## src/rtl/core/pmst_pkg.sv

```systemverilog
// Shared constants, controller states and command types for the Prim spanning tree block.
`default_nettype none

package pmst_pkg;

    localparam int DEF_MAX_NODES = 64;
    localparam int CFG_W         = 7;
    localparam int DIST_W        = 32;

    localparam logic [DIST_W-1:0] NO_DIST = '1;

    typedef enum logic [3:0] {
        S_LOAD,
        S_INIT,
        S_PREV,
        S_RD,
        S_ST,
        S_CMP,
        S_SWP_RD,
        S_SWP_W1,
        S_SWP_W2,
        S_MAP_RD,
        S_MAP_WR,
        S_OUT_RD,
        S_OUT_WR
    } t_state;

    typedef struct packed {
        logic load_wr;
        logic init_wr;
        logic rd_a;
        logic cap_prev;
        logic st_rd;
        logic cmp;
        logic first;
        logic swp_rd;
        logic swp_w1;
        logic swp_w2;
        logic map_wr;
        logic out_rd;
        logic out_ld;
        logic out_last;
    } t_cmd;

    typedef struct packed {
        logic out_free;
    } t_sts;

endpackage

`default_nettype wire

```

## src/rtl/core/pmst_ctrl.sv

```systemverilog
// Controller state machine that sequences loading, the Prim scan, the swap and the result sweep.
`default_nettype none

module pmst_ctrl #(
    parameter int MAX_NODES = pmst_pkg::DEF_MAX_NODES
) (
    input  wire                                i_clk,
    input  wire                                i_rst_n,
    input  wire                                i_valid,
    output logic                               o_ready,
    input  wire                                i_cfg_wr_en,
    input  wire  [pmst_pkg::CFG_W-1:0]         i_cfg_wr_data,
    input  pmst_pkg::t_sts                     i_sts,
    output pmst_pkg::t_cmd                     o_cmd,
    output logic [$clog2(MAX_NODES)-1:0]       o_idx,
    output logic [$clog2(MAX_NODES*MAX_NODES)-1:0] o_ld_addr,
    output logic [$clog2(MAX_NODES+1)-1:0]     o_n
);

    localparam int IW = $clog2(MAX_NODES);
    localparam int NW = $clog2(MAX_NODES + 1);
    localparam int AW = $clog2(MAX_NODES * MAX_NODES);

    pmst_pkg::t_state r_state, n_state;
    logic [IW-1:0]    r_i, n_i;
    logic [IW-1:0]    r_p, n_p;
    logic [AW-1:0]    r_ld, n_ld;
    logic [NW-1:0]    r_n, n_n;

    logic [2*NW-1:0]  w_total;
    logic [AW-1:0]    w_last_pos;
    logic [IW-1:0]    w_nm1;

    assign w_total    = (2*NW)'(r_n) * (2*NW)'(r_n);
    assign w_last_pos = AW'(w_total - (2*NW)'(1));
    assign w_nm1      = IW'(r_n - NW'(1));
    assign o_ld_addr  = r_ld;
    assign o_n        = r_n;

    always_comb begin
        if (i_cfg_wr_data == pmst_pkg::CFG_W'(0)) begin
            n_n = NW'(1);
        end else if (i_cfg_wr_data > pmst_pkg::CFG_W'(MAX_NODES)) begin
            n_n = NW'(MAX_NODES);
        end else begin
            n_n = NW'(i_cfg_wr_data);
        end
    end

    always_ff @(posedge i_clk) begin
        if (!i_rst_n) begin
            r_state <= pmst_pkg::S_LOAD;
            r_i     <= '0;
            r_p     <= '0;
            r_ld    <= '0;
            r_n     <= NW'(MAX_NODES);
        end else begin
            r_state <= n_state;
            r_i     <= n_i;
            r_p     <= n_p;
            r_ld    <= n_ld;
            if (i_cfg_wr_en) begin
                r_n <= n_n;
            end
        end
    end

    always_comb begin
        n_state = r_state;
        n_i     = r_i;
        n_p     = r_p;
        n_ld    = r_ld;
        o_cmd   = '0;
        o_idx   = r_i;
        o_ready = 1'b0;
        case (r_state)
            pmst_pkg::S_LOAD: begin
                o_ready = 1'b1;
                if (i_valid) begin
                    o_cmd.load_wr = 1'b1;
                    if (r_ld == w_last_pos) begin
                        n_ld    = '0;
                        n_i     = '0;
                        n_state = pmst_pkg::S_INIT;
                    end else begin
                        n_ld = r_ld + AW'(1);
                    end
                end
            end
            pmst_pkg::S_INIT: begin
                o_cmd.init_wr = 1'b1;
                if (r_i == w_nm1) begin
                    n_i = '0;
                    if (r_n == NW'(1)) begin
                        n_state = pmst_pkg::S_MAP_RD;
                    end else begin
                        n_p     = IW'(1);
                        n_state = pmst_pkg::S_PREV;
                    end
                end else begin
                    n_i = r_i + IW'(1);
                end
            end
            pmst_pkg::S_PREV: begin
                o_idx      = r_p - IW'(1);
                o_cmd.rd_a = 1'b1;
                n_i        = r_p;
                n_state    = pmst_pkg::S_RD;
            end
            pmst_pkg::S_RD: begin
                o_cmd.rd_a     = 1'b1;
                o_cmd.cap_prev = (r_i == r_p);
                n_state        = pmst_pkg::S_ST;
            end
            pmst_pkg::S_ST: begin
                o_cmd.st_rd = 1'b1;
                n_state     = pmst_pkg::S_CMP;
            end
            pmst_pkg::S_CMP: begin
                o_cmd.cmp   = 1'b1;
                o_cmd.first = (r_i == r_p);
                if (r_i == w_nm1) begin
                    n_state = pmst_pkg::S_SWP_RD;
                end else begin
                    n_i     = r_i + IW'(1);
                    n_state = pmst_pkg::S_RD;
                end
            end
            pmst_pkg::S_SWP_RD: begin
                o_idx        = r_p;
                o_cmd.swp_rd = 1'b1;
                n_state      = pmst_pkg::S_SWP_W1;
            end
            pmst_pkg::S_SWP_W1: begin
                o_idx        = r_p;
                o_cmd.swp_w1 = 1'b1;
                n_state      = pmst_pkg::S_SWP_W2;
            end
            pmst_pkg::S_SWP_W2: begin
                o_cmd.swp_w2 = 1'b1;
                if (r_p == w_nm1) begin
                    n_i     = '0;
                    n_state = pmst_pkg::S_MAP_RD;
                end else begin
                    n_p     = r_p + IW'(1);
                    n_state = pmst_pkg::S_PREV;
                end
            end
            pmst_pkg::S_MAP_RD: begin
                o_cmd.rd_a = 1'b1;
                n_state    = pmst_pkg::S_MAP_WR;
            end
            pmst_pkg::S_MAP_WR: begin
                o_cmd.map_wr = 1'b1;
                if (r_i == w_nm1) begin
                    n_i     = '0;
                    n_state = pmst_pkg::S_OUT_RD;
                end else begin
                    n_i     = r_i + IW'(1);
                    n_state = pmst_pkg::S_MAP_RD;
                end
            end
            pmst_pkg::S_OUT_RD: begin
                o_cmd.out_rd = 1'b1;
                n_state      = pmst_pkg::S_OUT_WR;
            end
            pmst_pkg::S_OUT_WR: begin
                if (i_sts.out_free) begin
                    o_cmd.out_ld   = 1'b1;
                    o_cmd.out_last = (r_i == w_nm1);
                    if (r_i == w_nm1) begin
                        n_state = pmst_pkg::S_LOAD;
                    end else begin
                        n_i     = r_i + IW'(1);
                        n_state = pmst_pkg::S_OUT_RD;
                    end
                end
            end
            default: begin
                n_state = pmst_pkg::S_LOAD;
            end
        endcase
        if (i_cfg_wr_en) begin
            n_ld = '0;
        end
    end

endmodule

`default_nettype wire

```

## config.mk

```make
export PLATFORM = sky130hd
export DESIGN_NAME = pmst_ctrl
export DESIGN_NICKNAME = d
export VERILOG_FILES = /design/src/rtl/core/pmst_pkg.sv /design/src/rtl/core/pmst_ctrl.sv
export SDC_FILE = /design/constraint.sdc
export NUM_CORES = 1
export LEC_CHECK = 0
export BUFFER_PORTS_ARGS = -buffer_cell sky130_fd_sc_hd__buf_4
export CORE_UTILIZATION = 30
export DETAILED_ROUTE_END_ITERATION = 10
export GPL_TIMING_DRIVEN = 0
export PLACE_DENSITY_LB_ADDON = 0.15
export SLEW_MARGIN = 20
export SYNTH_ARGS = -nofsm -noshare
export SYNTH_HDL_FRONTEND = slang
export SYNTH_SLANG_ARGS = --single-unit
```

## constraint.sdc

```tcl
create_clock -name i_clk -period 5.4 [get_ports i_clk]
set_input_delay 1.08 -clock i_clk [delete_from_list [all_inputs] [get_ports i_clk]]
set_output_delay 1.08 -clock i_clk [all_outputs]
set_load 0.02 [all_outputs]
```

==> metrics.md, run 1 <==
| Metric | Value |
|---|---|
| Status | `finished clean` |
| Worst setup margin | `0.345 ns` |
| Dpl ws | `-0.215 ns` |
| Hold worst-path end | `o_ld_addr[1]` |
| Cell leakage power | `2.08 nW` |
| Worst slew pin tran | `0.795 ns` |
| # DRC | `0` |
| R2r endpoint | `r_i[1]` |
| GR Overflow Total | `0` |
| Starting Density | `30.8%` |
| WL per Instance | `15.5 um` |
| Most frequent CP cell | `fa_1` |
| Final min period | `5.05 ns` |
| DRT antenna net count | `0` |
| CTS tree | `built` |
| Fin crit share | `93.6%` |
| H-tree levels | `2` |
| Inserted Clock Buffers | `5` |
| Post-synth top area cell | `dfxtp_1` |
| Max Cap Viol | `0` |
| Syn_area_per_cell | `7.72 um^2` |
| Biggest cell delay along the critical path | `0.50 ns` |
| Gp weighted congestion | `0.873` |
| Synthesized area | `4100 um^2` |
| Hold Path Depth | `2` |
| Worst setup EP type | `register` |
| Global-route wire length before repair | `19500 um` |
| TritonRoute pass-1 iters | `7` |
| Async set-reset flop share out of synthesis | `0%` |
| Critical path's top delay family | `adder cells` |
| Area Overhead vs Synth | `20.5%` |
| Cell Area, Placed | `4700 um^2` |
| Total chip power | `0.883 mW` |
| Crit path kind | `reg2reg` |
| CORE AREA | `13300 um^2` |
| PortBufs | `51` |
| Hold_sp | `o_ld_addr[1]` |
| Slew Limit Fails | `0` |
| Initial antenna violation count | `0` |
| FF-to-FF Start | `o_n[3]` |
| Ranking of synthesized cells by area | `dfxtp_1 17%, ha_1 9.2%, fa_1 8.8%` |
| Fmax achieved | `198 MHz` |
| Number of synthesized register bits | `35` |
| Die Y | `119 um` |
| Slew HR | `46.9%` |
| Yosys warns | `0` |
| Slowest cell on crit path | `fa_1` |
| Tot GR Track Use | `17.4%` |
| Fillers | `1394` |
| R2r setup slk | `0.35 ns` |
| Post-Layout Inst Area | `4940 um^2` |
| Setup-failing EPs final | `0` |
| First DRT Iteration DRCs | `182` |
| Synth cell types | `71` |
| Placed insts | `758` |
| DIE AREA | `14100 um^2` |
| Cells resized by post-CTS repair | `2` |
| Row cnt | `42` |
| Number of synthesized flops with an enable pin | `0` |
| Cts hold-fix bufs | `0` |
| Vias per inst | `5.10` |
| Worst path buffer plus inverter count | `5` |
| Hold Path Class | `reg2reg` |
| Critical Path Fanout Max | `10` |
| Die Wd | `119 um` |
| Clk slew on worst S/H paths | `0.06 ns` |
| Synth Flop Type | `dfxtp_1` |
| Routed WL | `11800 um` |
| Cell breakdown of the critical path | `buf_4 -> nand2_1 -> inv_1 -> fa_1 -> fa_1 -> inv_1 -> fa_1 -> inv_1 -> fa_1 -> ha_1 -> xor2_2 -> a221o_1 -> o32a_1 -> nor4_4 -> a41o_1 -> buf_4 -> and2_4 -> a311oi_2` |
| Fin cells | `764` |
| Clock Skew | `0.00815 ns` |
| Post-CTS setup buffer count | `0` |
| Largest net degree at the start of global routing | `18` |
| Fin. Hold Viols | `0` |
| Clock Sinks | `35` |
| PwrDens | `179 nW/um^2` |
| Synth Net Count | `591` |
| Worst-Skew Late Latency | `0.30 ns` |
| Ant. Diodes | `0` |
| Peak VDD IR | `0.144 mV` |
| IO Count | `52` |
| Worst Path Required | `5.56 ns` |
| RSZ-0062 raised after global routing | `false` |
| Root Driver | `clkbuf_16` |
| Vias in the first global route | `3731` |
| Worst R2R Path Depth | `18` |
| Layout cells sized above 1 | `16.7%` |
| Crit start category | `register` |
| Vias | `3897` |
| Final HPWL DP | `9310 um` |
| Sequential area share after synthesis | `17.1%` |
| Post-Synthesis Cells | `531` |
| Worst path arrival time | `5.22 ns` |
| Synth top area share | `17.1%` |
| Final #Nets | `647` |
| CTS Buffer Depth | `2` |
## final cells by class
class                      count  area [um^2]  share of cell area (%)
inverter                      42          158                    3.19
buffer                        29          150                    3.04
clock buffer                   5          125                    2.53
tap                          176          220                    4.46
clock inverter                 3         67.6                    1.37
sequential                    35          703                    14.2
timing repair buffer          51          383                    7.75
multi-input combinational    423         3130                    63.4
## flip-flops by register name (all words and copies together), names as in the netlist
register	flops
o_ld_addr	12
o_n	7
r_i	6
r_p	6
r_state	4
## worst register-to-register path, stage by stage, from the launching register on
cell and delay [ns]:
dfxtp_1 0.43, buf_4 0.24, nand2_1 0.13, inv_1 0.09
fa_1 0.43, fa_1 0.49, inv_1 0.06, fa_1 0.50
inv_1 0.05, fa_1 0.42, ha_1 0.37, xor2_2 0.19
a221o_1 0.36, o32a_1 0.19, nor4_4 0.33, a41o_1 0.21
buf_4 0.17, and2_4 0.18, a311oi_2 0.08
## worst max path at each step
stage	to	cells past startpoint	slack, ns	startpoint
floorplan	r_i[5]	21	0.42	o_n[4]
global placement	o_ld_addr[7]	20	-0.22	o_n[4]
detailed placement	o_ld_addr[7]	20	-0.22	o_n[4]
CTS	r_i[1]	18	0.01	o_n[2]
global route	r_i[1]	19	0.02	o_n[3]
finish	r_i[1]	18	0.35	o_n[3]
## cells in the mapped netlist, types with 3 or more instances
| cell | number |
|---|---|
| nor2_1 | 53 |
| nor3_1 | 21 |
| buf_2 | 5 |
| or2_2 | 6 |
| o21a_1 | 4 |
| or3_1 | 4 |
| xnor2_1 | 20 |
| o22ai_1 | 5 |
| and3_1 | 4 |
| a21oi_1 | 26 |
| clkbuf_1 | 19 |
| a31oi_1 | 5 |
| o21ai_1 | 3 |
| dfxtp_1 | 35 |
| buf_1 | 3 |
| inv_1 | 41 |
| a221o_1 | 5 |
| nand2_1 | 54 |
| nand3_1 | 15 |
| o21ai_0 | 18 |
| nor4_1 | 4 |
| and2_1 | 8 |
| a211oi_1 | 5 |
| ha_1 | 30 |
| nand4_1 | 11 |
| o211ai_1 | 7 |
| fa_1 | 18 |
| and3b_1 | 3 |
| nand2b_1 | 15 |
| xor2_1 | 28 |
| nor2b_1 | 5 |
| a21o_1 | 3 |
| o31ai_1 | 3 |
## layout by cell type (no fill, tap or decap), types with 5 or more instances in the layout
master	n
a211oi_1	5
a21oi_1	25
a221o_1	5
a31oi_1	5
and2_1	8
buf_4	55
clkbuf_1	15
clkbuf_16	5
dfxtp_1	33
fa_1	18
ha_1	29
inv_1	41
nand2_1	54
nand2b_1	15
nand3_1	15
nand4_1	11
nor2_1	53
nor2b_1	5
nor3_1	21
o211ai_1	7
o21ai_0	18
o22ai_1	5
or2_2	6
xnor2_1	20
xor2_1	27
## through the flow
step	utilization, %	hold WS [ns]	TNS [ns]
floorplan	-	0.518	0
global placement	35.4	0.566	-2.89
detailed placement	35.4	0.573	-2.89
CTS	36.9	0.584	0
global route	37.1	0.625	0
finish	37.1	0.583	0
## logic make-up after synthesis
| family | count (synthesis) | share of synthesized area (%) |
|---|---|---|
| muxes | 1 | 0.275 |
| DFF | 35 | 17.1 |
| xor gates and xnor gates | 50 | 11.4 |
| and+or+nand+nor | 216 | 26.9 |
| adders and majority gates | 48 | 18.0 |
| buffers and inverters | 73 | 7.33 |
| AOI/OAI and AO/OA | 108 | 19.1 |
## report_power, final
group / internal, mW / total [mW] / switching [mW]
Combinational: 0.0944 / 0.225 / 0.131
Sequential: 0.261 / 0.266 / 0.00481
Clock: 0.265 / 0.392 / 0.127
Total: 0.620 / 0.883 / 0.263
## metal layers
layer	GRT usage [%]	wire, um
met1	23.6	5680
met2	27.6	5500
met3	3.54	512
met4	5.22	153
met5	0	0
Note: power is estimated with default switching activity, not from simulation.
==> inputs of run 2 (changes only) <==
--- a/config.mk
+++ b/config.mk
@@ -6,10 +6,12 @@
 export NUM_CORES = 1
 export LEC_CHECK = 0
 export BUFFER_PORTS_ARGS = -buffer_cell sky130_fd_sc_hd__buf_4
+export CAP_MARGIN = 20
 export CORE_UTILIZATION = 30
 export DETAILED_ROUTE_END_ITERATION = 10
 export GPL_TIMING_DRIVEN = 0
 export PLACE_DENSITY_LB_ADDON = 0.15
+export REMOVE_ABC_BUFFERS = 1
 export SLEW_MARGIN = 20
 export SYNTH_ARGS = -nofsm -noshare
 export SYNTH_HDL_FRONTEND = slang
==> metrics.md, run 2 (synthesized netlist as in run 1, its figures left out) <==
| Metric | Value |
|---|---|
| DRT antenna net count | `0` |
| Die Y | `119 um` |
| Clock Sinks | `35` |
| Starting Density | `30.8%` |
| Routed WL | `11000 um` |
| Clk slew on worst S/H paths | `0.06 ns` |
| Hold worst-path end | `o_ld_addr[1]` |
| Slowest cell on crit path | `dfxtp_2` |
| Initial antenna violation count | `0` |
| Placed insts | `727` |
| Total chip power | `0.754 mW` |
| Worst setup EP type | `register` |
| Slew Limit Fails | `0` |
| Fmax achieved | `195 MHz` |
| Worst Path Required | `5.55 ns` |
| Max FFs per register | `12` |
| Final min period | `5.13 ns` |
| R2r endpoint | `r_i[1]` |
| Commonest non-fill, non-tap cells in the layout | `54 x nand2_1, 53 x nor2_1, 51 x buf_4` |
| Commonest non-fill, non-tap cell in the layout | `nand2_1` |
| Slew HR | `50.1%` |
| Crit start category | `register` |
| Area Overhead vs Synth | `15.0%` |
| Final HPWL DP | `8400 um` |
| RSZ-0062 raised after global routing | `false` |
| Flop pwr share | `36.2%` |
| Most frequent CP cell | `fa_1` |
| Largest net degree at the start of global routing | `20` |
| Clock Skew | `0.00562 ns` |
| Combinational share of power | `27.6%` |
| Crit path kind | `reg2reg` |
| Peak VDD IR | `0.106 mV` |
| Ant. Diodes | `0` |
| Die Wd | `119 um` |
| Critical Path Fanout Max | `13` |
| Setup-failing EPs final | `0` |
| Hold_sp | `o_ld_addr[1]` |
| FF-to-FF Start | `o_n[3]` |
| Cell leakage power | `1.97 nW` |
| Final #Nets | `618` |
| H-tree levels | `2` |
| Global-route wire length before repair | `17900 um` |
| WL per Instance | `15.1 um` |
| Fin util | `35.4%` |
| # DRC | `0` |
| Worst slew pin tran | `0.747 ns` |
| Inserted Clock Buffers | `5` |
| CTS Buffer Depth | `2` |
| First DRT Iteration DRCs | `166` |
| Hold Path Depth | `2` |
| Fin. Hold Viols | `0` |
| Row cnt | `42` |
| Tot GR Track Use | `15.7%` |
| DIE AREA | `14100 um^2` |
| Vias per inst | `5.15` |
| Worst R2R Path Depth | `16` |
| Clk network pwr share | `36.2%` |
| Fin crit share | `95.0%` |
| Gp weighted congestion | `0.856` |
| Worst path arrival time | `5.28 ns` |
| Vias | `3776` |
| Layout cells sized above 1 | `15.6%` |
| Sw Ratio | `31.4%` |
| Status | `finished clean` |
| Worst hold margin | `0.566 ns` |
| Setup tns final | `0 ns` |
| Cell breakdown of the critical path | `nand2_1 -> inv_1 -> fa_1 -> fa_1 -> inv_1 -> fa_1 -> inv_1 -> fa_1 -> ha_1 -> a21oi_1 -> a221o_1 -> o32a_1 -> nor4_2 -> a41o_2 -> and2_4 -> a311oi_2` |
| TritonRoute pass-1 iters | `5` |
| Fin cells | `733` |
| PwrDens | `160 nW/um^2` |
| Switching power | `0.237 mW` |
| GR Overflow Total | `0` |
| R2r setup slk | `0.27 ns` |
| Root Driver | `clkbuf_16` |
| IO Count | `52` |
| Fillers | `1436` |
| Hold Path Class | `reg2reg` |
| Int Power | `0.517 mW` |
| PortBufs | `51` |
| Biggest cell delay along the critical path | `0.54 ns` |
| Cts hold-fix bufs | `0` |
| Vias in the first global route | `3580` |
| Worst-Skew Late Latency | `0.28 ns` |
| Post-CTS setup buffer count | `0` |
| CORE AREA | `13300 um^2` |
| Max Cap Viol | `0` |
| CTS tree | `built` |
==> run 2: cell count changes in the layout (fill, tap and decap cells not counted), sizes merged <==
cell,delta
bufinv,-2
clkbuf,-18
buf,-10
clkinvlp,-1
==> run 2: layer usage <==
metal	up-vias	wire, um	global-route usage [%]
met4	0	93	3.72
met1	1808	5160	21.5
met2	73	5270	26.0
met3	7	520	2.30
met5	-	0	0
li1	1888	-	-
==> run 2: layout make-up <==
type	instances	area, um^2	share of cell area, %
Timing Repair Buffer	51	383	8.13
Clock buffer	6	129	2.74
Sequential cell	35	712	15.1
Inverter	42	158	3.35
Tap cell	176	220	4.67
Multi-Input combinational cell	423	3110	66.0
==> run 2: how the worst max path moves through the flow <==
stage	start	endpoint	slack, ns	depth (start not counted)
global route	o_n[3]	r_i[5]	0.01	17
CTS	o_n[2]	r_i[5]	0.002	16
floorplan	o_n[2]	r_i[5]	0.38	16
finish	o_n[3]	r_i[1]	0.27	16
detailed placement	o_n[2]	r_i[1]	-0.25	16
global placement	o_n[2]	r_i[5]	-0.20	16
==> run 2: per-stage QoR <==
step                      setup slack (ns)  cell area (um^2)
after floorplan                      0.385              3960
after global placement              -0.202              4560
after detailed placement            -0.255              4560
after CTS                          0.00222              4690
after global routing                0.0136              4710
final                                0.272              4710
==> run 2: power groups by stage <==
stage	registers [mW]	logic, mW	clock network [mW]
2_1_floorplan	0.277	0.149	0
3_3_place_gp	0.278	0.205	0
3_5_place_dp	0.278	0.206	0
4_1_cts	0.273	0.208	0.283
5_1_grt	0.274	0.234	0.294
6_report	0.273	0.208	0.273
==> run 2: worst max-delay path, delay by kind of cell (launching register included) <==
family	cells	cell delay, ns
fa+ha+maj	5	2.32
simple gates	3	0.81
flops	1	0.54
compound gates	5	1.13
buf+inv	3	0.21
==> run 2: timing repair <==
| action | in CTS | in global routing |
|---|---|---|
| endpoints found under the setup margin | 18 | 18 |
| resized for setup | 5 | 6 |
| pin swaps | 0 | 1 |
